===== src/rtl/uttp_pkg.sv =====
package uttp_pkg;

  localparam int TABLE_BYTES = 48;
  localparam int PASS_LEN    = 5;

  localparam logic [15:0] TABLE_LEN  = 16'(TABLE_BYTES);
  localparam logic [7:0]  COUNT_BYTE = 8'(TABLE_BYTES / 8);

  localparam logic [7:0] CMD_READ  = 8'h72;
  localparam logic [7:0] CMD_WRITE = 8'h77;
  localparam logic [7:0] CMD_COUNT = 8'h71;
  localparam logic [7:0] ACK_A     = 8'hAA;
  localparam logic [7:0] ACK_B     = 8'h55;

  // Two banks of the table share one memory; the active bank is swapped on a
  // successful write instead of copying.
  localparam int MEM_DEPTH = 2 * TABLE_BYTES;
  localparam int ADDR_W    = $clog2(MEM_DEPTH);
  localparam int STEP_W    = $clog2(TABLE_BYTES + 4);

  function automatic logic [7:0] pass_byte(logic [2:0] idx);
    logic [7:0] val;
    unique case (idx)
      3'd0:    val = 8'd2;
      3'd1:    val = 8'd6;
      3'd2:    val = 8'd2;
      3'd3:    val = 8'd1;
      3'd4:    val = 8'd9;
      default: val = 8'd0;
    endcase
    return val;
  endfunction

endpackage


===== src/rtl/unlocked_table_transfer_protocol.sv =====
// Password-guarded table transfer over a byte link.
// Received bytes enter on rx_byte with rx_valid/rx_ready; response bytes leave
// on tx_byte, last and table_updated with tx_valid/tx_ready. The password
// 2,6,2,1,9 unlocks the block; the next byte is a command: 0x72 reads the
// table (length, data, checksum: 52 bytes), 0x71 returns the length over 8,
// 0x77 writes the table followed by a checksum and answers AA 55 AA 55 on a
// match. Every non-final response byte is followed by another.
// After the command or final checksum transaction, the generator starts and
// the first response byte passes the memory read stage and the output register;
// following bytes come one per cycle while the receiver does not stall, from
// the table memory feeding a two-stage pipeline. Input bytes are taken one per
// cycle while no response is being generated; rx_ready stays low until the
// final byte of a response has left the memory read stage. A stalled receiver
// holds the output register and the read stage; nothing is lost or repeated.
// Synchronous reset relocks the block, empties the pipeline and makes the
// active table read as all zero; no clearing pass is needed.
module unlocked_table_transfer_protocol
  import uttp_pkg::*;
(
  input  logic       clk,
  input  logic       rst,
  input  logic       rx_valid,
  output logic       rx_ready,
  input  logic [7:0] rx_byte,
  output logic       tx_valid,
  input  logic       tx_ready,
  output logic [7:0] tx_byte,
  output logic       last,
  output logic       table_updated
);

  localparam logic [1:0] PH_LOCKED = 2'd0;
  localparam logic [1:0] PH_CMD    = 2'd1;
  localparam logic [1:0] PH_RECV   = 2'd2;

  localparam logic [1:0] MODE_READ  = 2'd0;
  localparam logic [1:0] MODE_ACK   = 2'd1;
  localparam logic [1:0] MODE_COUNT = 2'd2;

  localparam logic [1:0] KIND_CONST  = 2'd0;
  localparam logic [1:0] KIND_MEM    = 2'd1;
  localparam logic [1:0] KIND_SUM_LO = 2'd2;
  localparam logic [1:0] KIND_SUM_HI = 2'd3;

  function automatic logic [ADDR_W-1:0] tab_addr(logic bank_sel, logic [6:0] idx);
    logic [7:0] full;
    full = bank_sel ? ({1'b0, idx} + 8'(TABLE_BYTES)) : {1'b0, idx};
    return full[ADDR_W-1:0];
  endfunction

  logic [1:0]        phase, phase_next;
  logic [6:0]        position, position_next;
  logic [7:0]        recv_lo;
  logic [15:0]       recv_sum;
  logic              bank, bank_next;
  logic [1:0]        bank_ok, bank_ok_next;

  logic              gen_active, gen_start;
  logic [1:0]        gen_mode, gen_mode_start;
  logic [STEP_W-1:0] gstep;

  logic              s1_valid;
  logic [1:0]        s1_kind;
  logic [7:0]        s1_byte;
  logic              s1_last, s1_upd, s1_zero;
  logic [15:0]       sum;

  logic              accept, issue, s1_move;
  logic [1:0]        g_kind;
  logic [7:0]        g_byte, sel_byte, rd_data;
  logic              g_last, g_upd, g_final;
  logic              mem_we;
  logic [6:0]        rd_idx;

  assign rx_ready = !gen_active && !s1_valid;
  assign accept   = rx_valid && rx_ready;
  assign s1_move  = s1_valid && (!tx_valid || tx_ready);
  assign issue    = gen_active && (!s1_valid || s1_move);
  assign mem_we   = accept && (phase == PH_RECV) && (position < 7'(TABLE_BYTES));
  assign rd_idx   = 7'(gstep) - 7'd2;

  uttp_ram #(
    .WIDTH(8),
    .DEPTH(MEM_DEPTH)
  ) u_ram (
    .clk  (clk),
    .we   (mem_we),
    .waddr(tab_addr(!bank, position)),
    .wdata(rx_byte),
    .re   (issue),
    .raddr(tab_addr(bank, rd_idx)),
    .rdata(rd_data)
  );

  always_comb begin
    phase_next     = phase;
    position_next  = position;
    bank_next      = bank;
    bank_ok_next   = bank_ok;
    gen_start      = 1'b0;
    gen_mode_start = MODE_READ;
    unique case (phase)
      PH_CMD: begin
        if (rx_byte == CMD_READ) begin
          gen_start      = 1'b1;
          gen_mode_start = MODE_READ;
          phase_next     = PH_LOCKED;
          position_next  = 7'd0;
        end else if (rx_byte == CMD_WRITE) begin
          phase_next    = PH_RECV;
          position_next = 7'd0;
        end else if (rx_byte == CMD_COUNT) begin
          gen_start      = 1'b1;
          gen_mode_start = MODE_COUNT;
          phase_next     = PH_LOCKED;
          position_next  = 7'd0;
        end
      end
      PH_RECV: begin
        position_next = position + 7'd1;
        if (position == 7'(TABLE_BYTES + 1)) begin
          phase_next    = PH_LOCKED;
          position_next = 7'd0;
          if ({rx_byte, recv_lo} == recv_sum) begin
            gen_start             = 1'b1;
            gen_mode_start        = MODE_ACK;
            bank_next             = !bank;
            bank_ok_next[!bank]   = 1'b1;
          end
        end
      end
      default: begin
        phase_next = PH_LOCKED;
        if (position < 7'(PASS_LEN) && rx_byte == pass_byte(position[2:0])) begin
          position_next = position + 7'd1;
        end else begin
          position_next = 7'd0;
        end
        if (position_next == 7'(PASS_LEN)) begin
          phase_next    = PH_CMD;
          position_next = 7'd0;
        end
      end
    endcase
  end

  always_comb begin
    g_kind  = KIND_CONST;
    g_byte  = ACK_A;
    g_last  = 1'b0;
    g_upd   = 1'b0;
    g_final = 1'b0;
    unique case (gen_mode)
      MODE_READ: begin
        if (gstep == STEP_W'(0)) begin
          g_byte = TABLE_LEN[7:0];
        end else if (gstep == STEP_W'(1)) begin
          g_byte = TABLE_LEN[15:8];
        end else if (gstep < STEP_W'(TABLE_BYTES + 2)) begin
          g_kind = KIND_MEM;
        end else if (gstep == STEP_W'(TABLE_BYTES + 2)) begin
          g_kind = KIND_SUM_LO;
        end else begin
          g_kind  = KIND_SUM_HI;
          g_last  = 1'b1;
          g_final = 1'b1;
        end
      end
      MODE_ACK: begin
        g_byte = gstep[0] ? ACK_B : ACK_A;
        g_upd  = 1'b1;
        if (gstep == STEP_W'(3)) begin
          g_last  = 1'b1;
          g_final = 1'b1;
        end
      end
      MODE_COUNT: begin
        g_byte  = COUNT_BYTE;
        g_last  = 1'b1;
        g_final = 1'b1;
      end
      default: begin
        g_final = 1'b1;
      end
    endcase
  end

  always_comb begin
    case (s1_kind)
      KIND_CONST:  sel_byte = s1_byte;
      KIND_MEM:    sel_byte = s1_zero ? 8'd0 : rd_data;
      KIND_SUM_LO: sel_byte = sum[7:0];
      default:     sel_byte = sum[15:8];
    endcase
  end

  always_ff @(posedge clk) begin
    if (rst) begin
      phase    <= PH_LOCKED;
      position <= 7'd0;
      bank     <= 1'b0;
      bank_ok  <= 2'b00;
    end else if (accept) begin
      phase    <= phase_next;
      position <= position_next;
      bank     <= bank_next;
      bank_ok  <= bank_ok_next;
    end
  end

  always_ff @(posedge clk) begin
    if (accept && phase == PH_CMD && rx_byte == CMD_WRITE) begin
      recv_sum <= 16'd0;
    end else if (mem_we) begin
      recv_sum <= recv_sum + {8'd0, rx_byte};
    end
    if (accept && phase == PH_RECV && position == 7'(TABLE_BYTES)) begin
      recv_lo <= rx_byte;
    end
  end

  always_ff @(posedge clk) begin
    if (rst) begin
      gen_active <= 1'b0;
    end else if (gen_start && accept) begin
      gen_active <= 1'b1;
    end else if (issue && g_final) begin
      gen_active <= 1'b0;
    end
  end

  always_ff @(posedge clk) begin
    if (gen_start && accept) begin
      gen_mode <= gen_mode_start;
      gstep    <= '0;
    end else if (issue) begin
      gstep <= gstep + STEP_W'(1);
    end
  end

  always_ff @(posedge clk) begin
    if (rst) begin
      s1_valid <= 1'b0;
    end else if (issue) begin
      s1_valid <= 1'b1;
    end else if (s1_move) begin
      s1_valid <= 1'b0;
    end
  end

  always_ff @(posedge clk) begin
    if (issue) begin
      s1_kind <= g_kind;
      s1_byte <= g_byte;
      s1_last <= g_last;
      s1_upd  <= g_upd;
      s1_zero <= !bank_ok[bank];
    end
  end

  always_ff @(posedge clk) begin
    if (gen_start && accept) begin
      sum <= 16'd0;
    end else if (s1_move && (s1_kind == KIND_CONST || s1_kind == KIND_MEM)) begin
      sum <= sum + {8'd0, sel_byte};
    end
  end

  always_ff @(posedge clk) begin
    if (rst) begin
      tx_valid <= 1'b0;
    end else if (s1_move) begin
      tx_valid <= 1'b1;
    end else if (tx_ready) begin
      tx_valid <= 1'b0;
    end
  end

  always_ff @(posedge clk) begin
    if (s1_move) begin
      tx_byte       <= sel_byte;
      last          <= s1_last;
      table_updated <= s1_upd;
    end
  end

endmodule


===== src/rtl/uttp_ram.sv =====
module uttp_ram #(
  parameter int WIDTH = 8,
  parameter int DEPTH = 96
) (
  input  logic                     clk,
  input  logic                     we,
  input  logic [$clog2(DEPTH)-1:0] waddr,
  input  logic [WIDTH-1:0]         wdata,
  input  logic                     re,
  input  logic [$clog2(DEPTH)-1:0] raddr,
  output logic [WIDTH-1:0]         rdata
);

  logic [WIDTH-1:0] mem [DEPTH];

  always_ff @(posedge clk) begin
    if (we) begin
      mem[waddr] <= wdata;
    end
  end

  always_ff @(posedge clk) begin
    if (re) begin
      rdata <= mem[raddr];
    end
  end

endmodule


===== config.mk =====
export PLATFORM = sky130hd
export DESIGN_NAME = unlocked_table_transfer_protocol
export DESIGN_NICKNAME = d
export VERILOG_FILES = /design/src/rtl/uttp_pkg.sv /design/src/rtl/unlocked_table_transfer_protocol.sv /design/src/rtl/uttp_ram.sv
export SDC_FILE = /design/constraint.sdc
export NUM_CORES = 1
export LEC_CHECK = 0
export ABC_AREA = 1
export BUFFER_PORTS_ARGS = -buffer_cell sky130_fd_sc_hd__buf_2
export CAP_MARGIN = 10
export CORE_MARGIN = 4
export CORE_UTILIZATION = 45
export CTS_BUF_LIST = sky130_fd_sc_hd__clkbuf_4 sky130_fd_sc_hd__clkbuf_8
export DETAILED_ROUTE_END_ITERATION = 10
export PLACE_DENSITY = 0.68
export SLEW_MARGIN = 20
export SYNTH_ARGS = -nofsm -noshare
export SYNTH_HDL_FRONTEND = slang
export SYNTH_HIERARCHICAL = 1
export SYNTH_SLANG_ARGS = --single-unit

===== constraint.sdc =====
create_clock -name clk -period 3.4 [get_ports clk]
set_input_delay 0.85 -clock clk [delete_from_list [all_inputs] [get_ports clk]]
set_output_delay 0.85 -clock clk [all_outputs]
set_load 0.01 [all_outputs]

; ---- Word-level counts from Yosys, hierarchy flattened
; Memories as Yosys holds them, arrays and structs flattened. A register that Yosys moved wholly into a read port is not among the register bits.
; Index checks and enable logic that the tools add are counted.
[word_totals]
register_bits = 86
latch_bits = 0
ram_bits = 768
rom_bits = 0
input_bits = 12
mem_count = 1
[mem_list]
columns = name, depth, width, rd, rd_clocked_by_memory_dff, wr, line
row1 = u_ram.mem, 96, 8, 1, 1, 1, uttp_ram.sv:14  ; logic [WIDTH-1:0] mem [DEPTH];
[op_classes]
n_addsub = 7
mul = 0
div_mod_pow = 0
n_lt_le_gt_ge = 6
n_eq_ne = 23
n_shift = 0
muxes = 58
bitwise_logic = 2
n_reduce_logical = 36
[op_table]
columns = operator, n
row1 = 7-bit two-way mux, 9
row2 = 8-bit one-hot mux with 3 select lines, 2
row3 = 8-bit two-way mux, 5
row4 = 16-bit by 8-bit adder with 16-bit output, 2
row5 = 1-bit two-way mux, 27
row6 = "8-bit by 7-bit equality test with 1-bit output, second input constant", 3
row7 = 16-bit equality test, 1
row8 = 4-bit one-hot mux with 4 select lines, 1
row9 = "7-bit by 6-bit adder with 7-bit output, second input constant", 2
row10 = "7-bit by 6-bit equality test with 1-bit output, second input constant", 2
row11 = 1-bit logical AND, 14
row12 = 2-bit two-way mux, 7
row13 = 7-bit one-hot mux with 2 select lines, 1
row14 = 8-bit equality test, 1
row15 = 2-bit one-hot mux with 2 select lines, 2
row16 = "7-bit by 1-bit adder with 7-bit output, second input constant", 1
row17 = "7-bit by 3-bit equality test with 1-bit output, second input constant", 1
row18 = "7-bit by 3-bit less-than comparator with 1-bit output, second input constant", 1
row19 = "7-bit by 6-bit less-than comparator with 1-bit output, second input constant", 1
row20 = "6-bit by 2-bit subtractor with 7-bit output, second input constant", 1
row21 = "6-bit by 1-bit adder with 6-bit output, second input constant", 1
row22 = "2-bit by 1-bit equality test with 1-bit output, second input constant", 3
row23 = "2-bit equality test, second input constant", 3
row24 = "3-bit by 2-bit equality test with 1-bit output, second input constant", 2
row25 = other kinds (27), 39

; ---- Logic depth before layout (Yosys ltp)
[depth]
depth_word = 11
depth_mapped = 19
mapped_depth_nobuf = 18

; ---- Modules after synthesis
; Netlist, hierarchy kept.
[by_module_without_submodules]
columns = mod, instances, cells_each, area_per_inst_um2, seq_area_each_um2
row1 = uttp_ram, 1, 2674, 31764.2, 23302.3
row2 = unlocked_table_transfer_protocol, 1, 736, 5341.4, 1991.9

; ---- Worst setup path after synthesis
; OpenSTA, ideal clock, no wires.
[synth_path]
path_kind = reg2reg
start = register s1_kind[1]
end = register sum[10]
arrival_ns = 2.661
required_ns = 3.290
slack_ns = 0.630
stages_incl_launch_ff = 19
path_buffers = 1
synth_period_minus_slack_ns = 2.770
cell_sequence = edfxtp_1 buf_2 inv_1 nand2_1 nor2_1 nand2_1 a31oi_1 ha_1 inv_1 fa_1 inv_1 nand3_1 nand2_1 nand2_1 nand3_1 nand3_1 or2_2 nand2_1 nor2_1
[synth_via]
elab_chain_cells = 3
word_cells_on_any_way = 7
classes_between = add/sub: 1 / eq/ne: 2 / mux: 1 / reduce/logical: 3
[synth_lines]
columns = element, line
row1 = from (decl), unlocked_table_transfer_protocol.sv:63  ; logic [1:0] s1_kind;
row2 = from (signal assigned), unlocked_table_transfer_protocol.sv:253  ; s1_kind <= g_kind;
row3 = 2-bit equality test (tied with other cells), unlocked_table_transfer_protocol.sv:189  ; case (s1_kind)
row4 = 8-bit one-hot mux with 3 select lines *, unlocked_table_transfer_protocol.sv:189
row5 = via sel_byte[0], unlocked_table_transfer_protocol.sv:70  ; logic [7:0] g_byte, sel_byte, rd_data;
row6 = 16-bit by 8-bit adder with 16-bit output *, unlocked_table_transfer_protocol.sv:265  ; sum <= sum + {8'd0, sel_byte};
row7 = to (signal assigned), unlocked_table_transfer_protocol.sv:265
row8 = to (decl), unlocked_table_transfer_protocol.sv:66  ; logic [15:0] sum;
; The timed path passes the listed nets; every way through them passes the cells marked *.
; A chain may end at the register's enable or synchronous reset.

; ---- Final worst setup path
; Ends and elaborated chain as after synthesis.

==> flow_metrics.py <==
metrics = {
    "outcome": {
        "status": "completed",
    },
    "setup_path": {
        "cp.arrival_ps": 3750,
        "r2r_end": "sum[10]",
        "max_stage_delay_ps": 490,
        "worstSetupPathType": "register to register",
        "crit_chain": "nor2_1, a21oi_1, a31oi_1, ha_1, inv_1, fa_1, inv_1, nand3_1, nand2_1, nand2_1, nand3_1, nand3_1, or2_2, nand2_1, nor2_1",
        "cp_data_required_time_ps": 4080,
        "startpoint_type": "register",
        "critPathLaunch": "s1_kind[1]",
        "worst-r2r-cell-count": 15,
        "reg2reg_slack_ps": 330,
        "cp_max_fo": 9,
        "cp-end-kind": "register",
        "r2r-start": "s1_kind[1]",
        "cp_slowest_cell": "edfxtp_1",
        "worstSetupEndpoint": "sum[10]",
    },
    "yosys": {
        "yosysSeqAreaShare_pct": 68.2,
        "muxShareOfSynthArea_pct": 0.0270,
        "synth_largest_area_cell": "edfxtp_1",
        "synth_top_family_by_area": "simple AND/OR/NAND/NOR gates",
        "yosys-top-cells-area": "edfxtp_1 65%, nand2_1 10%, nand3_1 7.8%, nor2_1 2.9%, dfxtp_1 2.9%",
        "ys_dominant_reg_cell": "edfxtp_1",
        "synth_nets": 3454,
        "yosys.area_share.simple_pct": 21.9,
        "ys.warnings.count": 6,
        "syn_area_mm2": 0.0371,
        "synth_xor_area_share_pct": 0.661,
        "synth_cells": 3410,
        "yosys.area.top_type_share_pct": 65.3,
        "synth_seq_cells": 860,
        "synthArstFlopShare_pct": 0,
        "synth_fa_ha_area_share_pct": 1.12,
        "syn_area_per_cell_um2": 10.9,
        "synth_compound_area_share_pct": 3.88,
        "synth_edf_count": 807,
        "synthDistinctLibCells": 51,
    },
    "placement": {
        "place_congestion": 0.908,
        "dpl_cell_area_mm2": 0.0389,
        "io_buffers": 23,
        "dpl_worst_slack_ps": 365,
        "dp_hpwl_um": 59400,
    },
    "clock_network": {
        "cts_tree": "done",
        "cts_buffer_depth": 3,
        "cts_hold_buffers": 0,
        "clkLatencyLatePin_ps": 810,
        "cts_buffers": 139,
        "cts.repair.resized": 0,
        "cts-root-buf": "clkbuf_8",
        "cts_max_level": 4,
        "clk_pin_slew_worst_paths_ps": 50,
        "post_cts_buffers": 0,
        "cts.sinks": 860,
    },
    "route": {
        "routed-wl-met3_um": 8820,
        "ant_nets": 0,
        "drt-pass1-iter-count": 5,
        "vias": 26200,
        "wl_met1_um": 39300,
        "drtIter0Drc": 3018,
        "routed_wl_um": 98600,
        "top_layer": "met4",
        "via_per_inst": 5.54,
        "wire_per_inst_um": 20.9,
        "drc": 0,
        "dr_wl_met2_um": 46100,
    },
    "timing": {
        "max_freq_mhz": 326,
        "worst_slew_pin_slew_ps": 1080,
        "setup_viol": 0,
        "relSlewSlack_pct": 28.3,
        "min_period_over_period_pct": 90.3,
        "hold_violations": 0,
        "fin_skew_ps": 37.9,
        "drv_slew": 0,
        "rsz0062_at_grt": "false",
        "setup_tns_ps": 0,
        "layout_setup_ws_ps": 331,
        "layout_min_cycle_time_ps": 3070,
    },
    "power": {
        "ir_worst_vdd_mv": 0.299,
        "p_clk_share_pct": 41.7,
        "powerDensity_mw_per_mm2": 499,
        "power.static_leakage_nw": 15.4,
        "power_mw": 20.8,
        "swShare_pct": 21.7,
        "p_seq_share_pct": 55.8,
        "power_switching_mw": 4.50,
        "share_comb_of_total_power_pct": 2.5,
        "intPower_mw": 16.3,
    },
    "die": {
        "core_area_mm2": 0.0818,
        "rows": 105,
        "die_x_um": 295,
        "io_pins": 24,
        "die_y_um": 295,
        "floorplan.initialDensity_pct": 45.3,
        "dieArea_mm2": 0.0871,
    },
    "final_layout": {
        "drive_gt1_share_pct": 11.7,
        "nets": 3596,
        "area_growth_pct": 12.0,
        "fin_util_pct": 50.8,
        "design_area_mm2": 0.0416,
    },
    "global_routing": {
        "gr-usage-all-layers_pct": 22.6,
        "grt_antenna_before_repair": 1,
        "grt_start_max_net_pins": 236,
        "first_global_vias": 25200,
        "grt_pass1_wl_um": 150000,
        "gr-total-overflow": 0,
    },
    "min_path": {
        "hp-class": "input port to register",
    },
    "run": {
        "max_cap_viol_count": 0,
    },
}
-- synth_stat cells, types with 6 or more instances --
cell type     n
buf_2        80
a32oi_1       6
nand2_1    1025
clkbuf_1     31
inv_1       118
buf_1        14
o211ai_1     10
dfxtp_1      53
a21oi_1      87
o221ai_1      8
ha_1         30
nand3_1     575
or2_2         6
edfxtp_1    807
buf_6        30
inv_2         7
buf_4        21
xor2_1       25
nor3_1       22
nor2_1      286
o31ai_1      24
o21ai_0      87
-- area by class of cell --
class / count / area, µm²
Antenna cell: 2 / 5.00
Tap cell: 1070 / 1340
Clock inverter: 51 / 360
Inverter: 128 / 509
Fill cell: 7127 / 40300
Sequential cell: 860 / 25300
Multi-Input combinational cell: 2245 / 10300
Clock buffer: 190 / 2310
Timing Repair Buffer: 178 / 1490
-- cells in the final DEF (no fill, tap or decap), drive strengths merged, types with 3 or more instances in the layout --
| cell | n |
|---|---|
| edfxtp | 807 |
| o221ai | 8 |
| o21bai | 3 |
| clkbuf | 190 |
| o2111ai | 3 |
| or2 | 6 |
| a21boi | 3 |
| o31ai | 24 |
| a31oi | 5 |
| o211ai | 10 |
| xnor2 | 3 |
| nor3 | 24 |
| nand2 | 1029 |
| o21ai | 89 |
| clkinv | 38 |
| a21oi | 88 |
| dfxtp | 53 |
| inv | 134 |
| ha | 30 |
| nor2 | 289 |
| a32oi | 6 |
| xor2 | 25 |
| clkinvlp | 5 |
| buf | 178 |
| a22oi | 3 |
| nand4 | 6 |
| nand3 | 577 |
-- worst min path at each step --
| stage | startpoint | to | slack [ps] | cells past startpoint |
|---|---|---|---|---|
| after floorplan | s1_last | last | 400 | 0 |
| after global placement | bank_ok[1] | bank_ok[1] | 440 | 2 |
| final | rst | gen_active | 330 | 2 |
| after CTS | rst | gen_active | 270 | 2 |
| after global routing | rst | gen_active | 280 | 2 |
| after detailed placement | bank_ok[1] | bank_ok[1] | 440 | 2 |
-- cell families after synthesis --
logic type	count (synthesis)
simple gates	1936
compound gates	248
fa+ha+maj	32
xor+xnor	28
buf+inv	305
flops	860
mux	1
-- state kept, by name, indices dropped and copies added (netlist names), 6 cells and up --
| register | count |
|---|---|
| recv_sum | 16 |
| position | 7 |
| tx_byte | 8 |
| u_ram/mem | 768 |
| s1_byte | 6 |
| sum | 16 |
| u_ram/rdata | 8 |
| gstep | 6 |
| recv_lo | 8 |
-- through the flow --
step | cells | hold slack (ps)
after detailed placement | 4481 | 444
final | 4724 | 326
after global placement | 4481 | 439
after floorplan | 3410 | 400
after global routing | 4723 | 277
after CTS | 4722 | 270
-- metal layers --
layer / track usage (%) / vias up
li1: - / 12100
met1: 30.4 / 12500
met2: 35.6 / 1253
met3: 4.82 / 249
met4: 10.5 / 0
met5: 0 / -
-- power by group through the flow --
stage / Combinational (mW) / Sequential (mW) / Clock (mW)
finish: 0.511 / 11.6 / 8.66
global route: 0.552 / 11.6 / 9.33
CTS: 0.508 / 11.6 / 8.81
detailed placement: 0.506 / 11.8 / 0
global placement: 0.501 / 11.8 / 0
floorplan: 0.194 / 11.8 / 0
-- worst max-delay path: cells and delay by family (launching register included) --
family / cells / cell delay, ps
AND/OR/NAND/NOR: 9 / 1280
adder cells (fa/ha/maj): 2 / 640
flip-flops: 1 / 490
AO/OA/AOI/OAI: 2 / 410
buffers and inverters: 2 / 150
Power figures use the tool's default switching activity.
